## src/rtl/cfle_pkg.sv

```systemverilog
// ----------------------------------------------------------------------------
// cfle_pkg
// Types, constants and helper functions of the CRC framed line encoder.
// ----------------------------------------------------------------------------
package cfle_pkg;

	// Width of the payload byte counter, which saturates at its top value.
	localparam int CountWidth = 16;
	// Width of the length limit register.
	localparam int LenWidth = 16;
	localparam logic [LenWidth-1:0] MaxLenReset = 16'd1016;

	// CRC-16/CCITT-FALSE.
	localparam logic [15:0] CrcInit = 16'hFFFF;
	localparam logic [15:0] CrcPoly = 16'h1021;

	// Longest list of output words one input word can cause.
	localparam int ListDepth = 8;
	localparam int ListCntWidth = $clog2(ListDepth + 1);

	// Characters of the framed line.
	localparam logic [7:0] CharStart = 8'h40;
	localparam logic [7:0] CharStar  = 8'h2A;
	localparam logic [7:0] CharNl    = 8'h0A;

	// One output word.
	typedef struct packed {
		logic [7:0] out_byte;
		logic       end_of_frame;
		logic       frame_error;
	} res_t;

	// Framing state carried from one input word to the next.
	typedef struct packed {
		logic [15:0]           crc;
		logic                  in_frame;
		logic [CountWidth-1:0] count;
		logic                  discarding;
	} frame_state_t;

	// One byte of CRC, MSB first, eight shift steps.
	function automatic logic [15:0] crc_byte(input logic [15:0] crc, input logic [7:0] b);
		logic [15:0] c;
		c = crc ^ {b, 8'h00};
		for (int i = 0; i < 8; i++) begin
			if (c[15]) begin
				c = {c[14:0], 1'b0} ^ CrcPoly;
			end else begin
				c = {c[14:0], 1'b0};
			end
		end
		return c;
	endfunction

	// Upper-case hex character of one nibble.
	function automatic logic [7:0] hex_char(input logic [3:0] n);
		logic [7:0] ch;
		if (n < 4'd10) begin
			ch = 8'h30 + {4'h0, n};
		end else begin
			ch = 8'h37 + {4'h0, n};
		end
		return ch;
	endfunction

endpackage

```

## src/rtl/cfle_step.sv

```systemverilog
// ----------------------------------------------------------------------------
// cfle_step
// Combinational framing step: from the current state and one payload byte it
// builds the list of output words and the next framing state.
// ----------------------------------------------------------------------------
module cfle_step (
	input  cfle_pkg::frame_state_t                        st,
	input  logic [cfle_pkg::LenWidth-1:0]                 max_len,
	input  logic [7:0]                                    data_byte,
	input  logic                                          last_byte,
	output cfle_pkg::frame_state_t                        st_next,
	output cfle_pkg::res_t [cfle_pkg::ListDepth-1:0]      list,
	output logic [cfle_pkg::ListCntWidth-1:0]             list_cnt
);
	import cfle_pkg::*;

	logic [15:0]          crc_next;
	logic                 too_long;
	logic                 first;
	res_t [ListDepth:0]   full;

	assign crc_next = crc_byte(st.crc, data_byte);
	assign too_long = 32'(st.count) >= 32'(max_len);
	assign first    = !st.in_frame;

	// Whole line of a frame that starts and ends with this byte.
	always_comb begin
		full[0] = '{out_byte: CharStart, end_of_frame: 1'b0, frame_error: 1'b0};
		full[1] = '{out_byte: data_byte, end_of_frame: 1'b0, frame_error: 1'b0};
		full[2] = '{out_byte: CharStar, end_of_frame: 1'b0, frame_error: 1'b0};
		full[3] = '{out_byte: hex_char(crc_next[15:12]), end_of_frame: 1'b0, frame_error: 1'b0};
		full[4] = '{out_byte: hex_char(crc_next[11:8]), end_of_frame: 1'b0, frame_error: 1'b0};
		full[5] = '{out_byte: hex_char(crc_next[7:4]), end_of_frame: 1'b0, frame_error: 1'b0};
		full[6] = '{out_byte: hex_char(crc_next[3:0]), end_of_frame: 1'b0, frame_error: 1'b0};
		full[7] = '{out_byte: CharNl, end_of_frame: 1'b1, frame_error: 1'b0};
		full[8] = '0;
	end

	// Drop the start character when the frame is already open; over the limit, entry zero becomes the error word.
	always_comb begin
		for (int i = 0; i < ListDepth; i++) begin
			list[i] = first ? full[i] : full[i+1];
		end
		if (too_long) begin
			list[0] = '{out_byte: 8'h00, end_of_frame: 1'b1, frame_error: 1'b1};
		end
	end

	// Word count and next state.
	always_comb begin
		st_next  = st;
		list_cnt = '0;
		if (st.discarding) begin
			if (last_byte) begin
				st_next.discarding = 1'b0;
			end
		end else if (too_long) begin
			list_cnt           = ListCntWidth'(1);
			st_next.crc        = CrcInit;
			st_next.in_frame   = 1'b0;
			st_next.count      = '0;
			st_next.discarding = !last_byte;
		end else begin
			list_cnt = ListCntWidth'(1) + (first ? ListCntWidth'(1) : '0)
				+ (last_byte ? ListCntWidth'(6) : '0);
			if (last_byte) begin
				st_next.crc      = CrcInit;
				st_next.in_frame = 1'b0;
				st_next.count    = '0;
			end else begin
				st_next.crc      = crc_next;
				st_next.in_frame = 1'b1;
				if (st.count != '1) begin
					st_next.count = st.count + 1'b1;
				end
			end
		end
	end

endmodule

```

## src/rtl/crc_framed_line_encoder_core.sv

```systemverilog
// ----------------------------------------------------------------------------
// crc_framed_line_encoder_core
// Frames payload bytes as a text line with a CRC-16/CCITT-FALSE trailer.
// ----------------------------------------------------------------------------
// Usage:
// The slave stream carries payload bytes in s_axis_tdata; s_axis_tlast marks
// the last byte of a payload. The master stream sends the line one character
// per word: '@', the payload bytes, '*', four upper-case hex CRC digits and a
// newline with m_axis_tlast set. A payload longer than the limit written on
// the cfg channel gives one word with tuser set, tlast set and zero data, and
// the rest of that payload is dropped. Write cfg only while the block is idle.
// Each input word is held in an input register, then expanded into a list of
// up to eight output words that drains at one word per cycle while the
// receiver takes them. A byte in the middle of a frame gives one word, so
// such bytes stream at one per cycle while the receiver keeps up; the first
// byte gives two words and the last byte seven, or eight if it opens the frame.
// While the receiver stalls, the list and one waiting input word are held and
// s_axis_tready drops. Reset empties both and restores the limit to 1016.
// ----------------------------------------------------------------------------
module crc_framed_line_encoder_core (
	input  logic        clk,
	input  logic        arst_n,
	input  logic        s_axis_tvalid,
	output logic        s_axis_tready,
	input  logic [7:0]  s_axis_tdata,   // [7:0] data_byte
	input  logic        s_axis_tlast,
	output logic        m_axis_tvalid,
	input  logic        m_axis_tready,
	output logic [7:0]  m_axis_tdata,   // [7:0] out_byte
	output logic        m_axis_tlast,
	output logic        m_axis_tuser,   // [0] frame_error
	input  logic        cfg_valid,
	output logic        cfg_ready,
	input  logic [15:0] cfg_data
);
	import cfle_pkg::*;

	logic                     valid_s1;
	logic [7:0]               data_s1;
	logic                     last_s1;
	logic [LenWidth-1:0]      max_len_q;
	frame_state_t             st_q;
	frame_state_t             st_next;
	res_t [ListDepth-1:0]     list_q;
	res_t [ListDepth-1:0]     list_new;
	logic [ListCntWidth-1:0]  cnt_q;
	logic [ListCntWidth-1:0]  cnt_new;
	logic                     pop;
	logic                     list_free;
	logic                     load;

	// Output list drains from entry zero.
	assign m_axis_tvalid = cnt_q != '0;
	assign m_axis_tdata  = list_q[0].out_byte;
	assign m_axis_tlast  = list_q[0].end_of_frame;
	assign m_axis_tuser  = list_q[0].frame_error;
	assign pop           = m_axis_tvalid && m_axis_tready;

	// The list takes a new item once its last word leaves.
	assign list_free     = (cnt_q == '0) || (cnt_q == ListCntWidth'(1) && pop);
	assign load          = valid_s1 && list_free;
	assign s_axis_tready = !valid_s1 || load;
	assign cfg_ready     = 1'b1;

	cfle_step u_step (
		.st        (st_q),
		.max_len   (max_len_q),
		.data_byte (data_s1),
		.last_byte (last_s1),
		.st_next   (st_next),
		.list      (list_new),
		.list_cnt  (cnt_new)
	);

	// Limit register.
	always_ff @(posedge clk or negedge arst_n) begin
		if (!arst_n) begin
			max_len_q <= MaxLenReset;
		end else if (cfg_valid && cfg_ready) begin
			max_len_q <= cfg_data;
		end
	end

	// Input register and framing state.
	always_ff @(posedge clk or negedge arst_n) begin
		if (!arst_n) begin
			valid_s1 <= 1'b0;
			st_q     <= '{crc: CrcInit, in_frame: 1'b0, count: '0, discarding: 1'b0};
		end else begin
			if (s_axis_tready) begin
				valid_s1 <= s_axis_tvalid;
			end
			if (load) begin
				st_q <= st_next;
			end
		end
	end

	// Input payload, no reset needed.
	always_ff @(posedge clk) begin
		if (s_axis_tvalid && s_axis_tready) begin
			data_s1 <= s_axis_tdata;
			last_s1 <= s_axis_tlast;
		end
	end

	// Output word count.
	always_ff @(posedge clk or negedge arst_n) begin
		if (!arst_n) begin
			cnt_q <= '0;
		end else if (load) begin
			cnt_q <= cnt_new;
		end else if (pop) begin
			cnt_q <= cnt_q - 1'b1;
		end
	end

	// Output word list: loaded whole, shifted down one entry per word taken.
	always_ff @(posedge clk) begin
		if (load) begin
			list_q <= list_new;
		end else if (pop) begin
			for (int i = 0; i < ListDepth - 1; i++) begin
				list_q[i] <= list_q[i+1];
			end
		end
	end

endmodule

```

## config.mk

```make
export PLATFORM = sky130hd
export DESIGN_NAME = crc_framed_line_encoder_core
export DESIGN_NICKNAME = d
export VERILOG_FILES = /design/src/rtl/cfle_pkg.sv /design/src/rtl/cfle_step.sv /design/src/rtl/crc_framed_line_encoder_core.sv
export SDC_FILE = /design/constraint.sdc
export NUM_CORES = 1
export LEC_CHECK = 0
export BUFFER_PORTS_ARGS = -buffer_cell sky130_fd_sc_hd__buf_2
export CAP_MARGIN = 20
export CORE_ASPECT_RATIO = 0.9
export CORE_UTILIZATION = 58
export CTS_BUF_LIST = sky130_fd_sc_hd__clkbuf_16
export CTS_CLUSTER_DIAMETER = 150
export DETAILED_ROUTE_END_ITERATION = 12
export GPL_TIMING_DRIVEN = 0
export MAX_ROUTING_LAYER = met4
export PLACE_DENSITY = 0.83
export SLEW_MARGIN = 25
export SYNTH_ARGS = -nofsm -noshare
export SYNTH_HDL_FRONTEND = slang
export SYNTH_HIERARCHICAL = 1
export SYNTH_SLANG_ARGS = --single-unit
```

## constraint.sdc

```tcl
create_clock -name clk -period 7.8 [get_ports clk]
set_input_delay 0.78 -clock clk [delete_from_list [all_inputs] [get_ports clk]]
set_output_delay 0.78 -clock clk [all_outputs]
set_load 0.02 [all_outputs]
```

Yosys cells after proc, flatten, opt, wreduce, memory -nomap -nowiden
Cells that the tools add are included.
Widths: inputs -> output; s select.
{ "word_totals": {"ff_bits": 144, "latchBits": 0, "mem_bits_rw": 0, "romBits": 0, "in_bits": 30, "output_inout_bits": 13, "word_cells": 111, "mem_count": 0} }
{ "op_classes": {"addsub": 12, "n_mul": 0, "div": 0, "magnitude_cmp": 5, "n_eq_ne": 2, "shift": 0, "n_mux": 35, "bitwise": 10, "reduce_logical": 14} }
{ "ops": {"columns": ["op", "count"], "rows": [
  ["$mux 70", 2],
  ["$mux 13", 8],
  ["$mux 10", 8],
  ["$mux 33", 2],
  ["$add 6x4->7 const A", 8],
  ["$mux 8", 4],
  ["$not 3->3", 8],
  ["$add 16x1->16 const B", 1],
  ["$ge 16x16->1", 1],
  ["$lt 4x4->1 const B", 4],
  ["$mux 16", 1],
  ["$mux 4", 4],
  ["$ne 16x16->1 const B", 1],
  ["$xor 16x16->16", 1],
  ["$mux 6", 1],
  ["$add 1x4->4 const A", 1],
  ["$add 4x4->4", 1],
  ["$eq 4x1->1 const B", 1],
  ["$logic_and 1x1->1", 4],
  ["$logic_not 4->1", 1],
  ["$mux 1", 4],
  ["$reduce_bool 4->1", 1],
  ["$sub 4x1->4 const B", 1],
  ["$mux 3", 1],
  ["7 further kinds", 9]
]} }

Logic depth before layout (Yosys ltp)
{ "depth": {"word_depth": 21, "depth_mapped": 11, "ltp_nobuf": 9} }

Cells and area by module
Netlist, hierarchy kept.
{ "by_module_without_submodules": {"columns": ["mod", "n_inst", "cells_each", "area_each_um2", "seq_area_each_um2"], "rows": [
  ["crc_framed_line_encoder_core", 1, 318, 6103.4, 4077.7],
  ["cfle_step", 1, 347, 2439.8, 0.0]
]} }

Worst setup path after synthesis
No wires, ideal clock.
{ "synth_timing": {"path_kind": "in2reg", "from": "input port m_axis_tready", "to": "register list_q[10] (netlist name), enable pin", "setup_ps": 595, "arrival_ps": 5756, "required_time_ps": 7205, "path_slack_ps": 1449, "cell_stages": 2, "cell_sequence": "inv_1 o21ai_0"} }
{ "synth_between": {"elab_chain_cells": 5} }
{ "synth_lines": {"columns": ["item", "line", "rtl"], "rows": [
  ["start, declared", "crc_framed_line_encoder_core.sv:28", "input logic m_axis_tready,"],
  ["$logic_and 1x1->1 (*)", "crc_framed_line_encoder_core.sv:57", "assign pop = m_axis_tvalid && m_axis_tready;"],
  ["$logic_and 1x1->1", "crc_framed_line_encoder_core.sv:60", "assign list_free = (cnt_q == '0) || (cnt_q == ListCntWidth'(1) && pop);"],
  ["$logic_or 1x1->1", "crc_framed_line_encoder_core.sv:60", null],
  ["$logic_and 1x1->1", "crc_framed_line_encoder_core.sv:61", "assign load = valid_s1 && list_free;"],
  ["$reduce_bool 2->1 (no line) (*)", null, null],
  ["end signal, assigned", "crc_framed_line_encoder_core.sv:121", "list_q <= list_new;"],
  ["end signal, assigned by index", "crc_framed_line_encoder_core.sv:124", "list_q[i] <= list_q[i+1];"],
  ["end, declared", "crc_framed_line_encoder_core.sv:44", "res_t [ListDepth-1:0] list_q;"]
]} }
Every way passes the cells marked *; elsewhere a longest branch is shown, timed or not.
A chain may end at the register's enable or synchronous reset.

==> flow_metrics.py <==
metrics = {
    "run": {
        "timing.max_cap.violations": 0,
    },
    "sta": {
        "worst-slew-pin-transition_ns": 0.7784,
        "timing.slew.headroom_pct": 48.11,
        "fmax_mhz": 320.7,
        "hold_ws_ns": 0.4006,
        "final.period_utilization_pct": 39.97,
        "clock_skew_ns": 0.009444,
        "grt_setup_unrepaired": "false",
        "timing.final.hold_violations": 0,
        "min_period_ns": 3.118,
        "setup-violations-final": 0,
        "timing_max_transition_violations_final": 0,
    },
    "cts": {
        "total_clock_buffers_created_by_cts": 17,
        "cts_buffer_depth": 2,
        "clk_latency_ns": 0.43,
        "cts_num_sinks": 144,
        "post-cts-setup-buffer-count": 0,
        "clock-root-buffer": "clkbuf_16",
        "cts.reportedPaths.clkPinSlew_ns": 0.06,
        "cts_tree": "done",
        "postCtsResizedCells": 0,
        "holdBufCountCts": 0,
        "clock_tree.htree_level_count": 4,
    },
    "route": {
        "detail_route.wl_per_cell_um": 18.40,
        "routed_via_density": 5.712,
        "antenna_viol_nets_final": 0,
        "drt_wl_total_um": 17570,
        "drc": 0,
        "drtPass1Iterations": 5,
        "drt-initial-drc-count": 473,
        "vias": 5455,
    },
    "die": {
        "die_area_um2": 15220,
        "initial_utilization_pct": 60.12,
        "dieHeight_um": 117.1,
        "ioPinCount": 43,
        "dieWidth_um": 129.9,
        "num_rows": 41,
        "design.core.area_um2": 14210,
    },
    "grt": {
        "met2_usage_pct": 41.60,
        "maximum_number_of_pins_on_one_net_before_global_route_repair": 56,
        "number_of_antenna_violations_at_the_first_check_in_global_routing": 0,
        "busiest_layer": "met2",
        "grt_first_pass_wirelength_um": 28150,
        "number_of_global_route_vias_before_repair": 5333,
        "grt_util_met3_pct": 5.364,
        "global_route.usage.total_pct": 25.81,
        "grt_use_met1_pct": 32.79,
        "gr-total-overflow": 0,
    },
    "power_and_ir_drop": {
        "cellInternalPower_uw": 3092,
        "power.clock.fraction_pct": 16.6,
        "total_power_uw": 4974,
        "leakagePower_uw": 0.004268,
        "p_seq_share_pct": 29.0,
        "swShare_pct": 37.83,
        "power_switching_uw": 1882,
        "irDropWorstVdd_mv": 0.2426,
        "powerDensity_nw_per_um2": 509.7,
        "share_comb_of_total_power_pct": 54.4,
    },
    "worst_setup_path": {
        "crit_fanout": 10,
        "critPathLaunchType": "flop",
        "crit-reg2reg-capture": "m_axis_tlast",
        "endpoint_kind": "flop",
        "reg2reg_depth": 10,
        "crit_required_ns": 7.97,
        "critical_path_arrival_ns": 3.29,
        "reg2reg_setup_slack_ns": 4.68,
        "critical_path.reg2reg.startpoint": "max_len_q[6]",
        "worst_setup_path_endpoint": "m_axis_tlast",
        "worst-setup-path-type": "flop to flop",
        "critical_path_start": "max_len_q[6]",
    },
    "cells_and_area": {
        "postLayoutCoreUtil_pct": 68.67,
        "area_growth_syn_to_layout_pct": 14.22,
        "layoutNonFillerInstCount": 955,
        "layout_nets": 803,
        "final_cell_area_um2": 9758,
        "antenna_cells_inserted": 0,
        "layout-drive-gt1-share_pct": 38.71,
    },
    "yosys": {
        "synthArstFlopShare_pct": 38.19,
        "syn-instance-count": 665,
        "synth_top_flop_cell": "edfxtp_1",
        "synth_seq_cells": 144,
        "synth_enable_flop_cells": 89,
        "area_fraction_in_compound_gates_after_synthesis_pct": 8.114,
        "netlist-cell-type-count": 65,
        "synth_top_family_by_area": "multiplexers",
        "mux_contribution_to_synthesized_area_pct": 19.76,
        "syn_area_um2": 8543,
        "seq_area_frac_synth_pct": 47.73,
        "yosys.area_share.simple_pct": 7.733,
        "avgSynthCellArea_um2": 12.85,
        "synthAdderAreaFrac_pct": 3.515,
        "synthXorXnorAreaFrac_pct": 5.331,
        "yosys_warnings": 6,
    },
    "worst_hold_path": {
        "timing.hold.worst.class": "input port to asynchronous set/reset pin",
    },
    "place": {
        "placement.cell_area_um2": 9164,
        "dp.final_hpwl_um": 12400,
        "place_inst": 923,
        "globalplace.congestion": 0.8823,
        "count_of_port_buffers_added_during_placement": 40,
    },
    "outcome": {
        "outcome": "finished clean",
    },
}
placed cells by master, fill, tap and decap left out, types with 4 or more instances in the layout:
cell,Yosys,routed
a21o_1,5,5
a21oi_1,20,20
a22o_1,4,4
a2bb2oi_1,15,15
a31oi_1,16,16
and2_1,5,5
and3_1,18,18
buf_12,6,6
buf_2,3,42
buf_4,39,40
buf_6,4,4
clkbuf_1,14,14
clkbuf_16,0,17
clkinv_1,2,4
clkinvlp_4,0,4
conb_1,2,24
dfrtp_1,32,32
dfstp_2,23,23
edfxtp_1,89,89
ha_1,24,24
inv_1,27,27
mux2_2,65,65
mux2_4,57,57
mux2i_1,10,10
nand2_1,30,30
nand3_1,20,20
nand3b_1,4,4
nand4_1,6,6
nor2_1,22,22
nor2b_1,4,4
nor3_1,8,8
o21ai_0,12,11
xnor2_1,17,17
xnor2_4,4,4
xor2_1,7,7
how the worst min path moves through the flow:
stage | from | end | slack [ns] | depth (start not counted)
after floorplan | arst_n | cnt_q[0] | 0.48 | 0
after global placement | max_len_q[12] | max_len_q[12] | 0.49 | 1
after detailed placement | max_len_q[12] | max_len_q[12] | 0.50 | 1
after CTS | arst_n | max_len_q[12] | 0.42 | 1
after global routing | arst_n | st_q[13] | 0.45 | 1
final | arst_n | max_len_q[15] | 0.40 | 1
flip-flops by register name, summed over array words and instances, names as in the netlist:
| register | cells |
|---|---|
| st_q | 34 |
| m_axis_tdata | 8 |
| data_s1 | 8 |
| max_len_q | 16 |
| cnt_q | 4 |
| m_axis_tlast | 1 |
| valid_s1 | 1 |
| m_axis_tuser | 1 |
| list_q | 70 |
| last_s1 | 1 |
per-stage QoR:
stage,worst slack (ns),TNS (ns)
floorplan,1.449,0
global placement,-0.3810,-26.35
detailed placement,4.745,0
CTS,4.724,0
global route,4.574,0
finish,4.682,0
synthesized netlist by cell type (16+ instances only):
master / n / share of area [%]
dfrtp_1: 32 / 9.4
buf_4: 39 / 3.4
nor2_1: 22 / 0.97
a21oi_1: 20 / 1.2
mux2_2: 65 / 8.6
dfstp_2: 23 / 7.1
and3_1: 18 / 1.3
a31oi_1: 16 / 1.2
nand2_1: 30 / 1.3
edfxtp_1: 89 / 31
xnor2_1: 17 / 1.7
nand3_1: 20 / 1.2
ha_1: 24 / 3.5
inv_1: 27 / 1.2
mux2_4: 57 / 10
critical path: stages (launching register included):
cell and delay (ns):
dfstp_2 0.53, inv_1 0.04, ha_1 0.27, and3_1 0.20, a221oi_1 0.37, nor3_1 0.14, a211oi_4 0.44, buf_2 0.32
inv_1 0.13, buf_4 0.15, mux2_2 0.26
layer usage:
layer | routed length [µm] | vias up
met5 | 0 | -
met4 | 304 | 0
met3 | 1139 | 26
met2 | 8470 | 229
met1 | 7659 | 2651
li1 | - | 2549
power by group through the flow:
| stage | clock, µW | combinational, µW | sequential (µW) |
|---|---|---|---|
| floorplan | 0 | 2080 | 1440 |
| global placement | 0 | 2450 | 1480 |
| detailed placement | 0 | 2630 | 1450 |
| CTS | 835 | 2690 | 1440 |
| global route | 863 | 2920 | 1470 |
| finish | 826 | 2710 | 1440 |
final cells by class:
class | count | area [µm²]
well taps | 193 | 241.5
fillers | 958 | 4452
flip-flops and latches | 144 | 4078
multi-input cells | 444 | 3899
inverters | 31 | 116.4
clock inverters | 15 | 168.9
clock buffers | 17 | 425.4
plain buffers | 68 | 544.3
repair buffers | 43 | 285.3
logic make-up after synthesis:
| family | count (synthesis) |
|---|---|
| buf+inv | 99 |
| other cells | 2 |
| xor+xnor | 35 |
| fa+ha+maj | 24 |
| compound gates | 99 |
| mux | 132 |
| flops | 144 |
| simple gates | 130 |
Power figures use the tool's default switching activity.
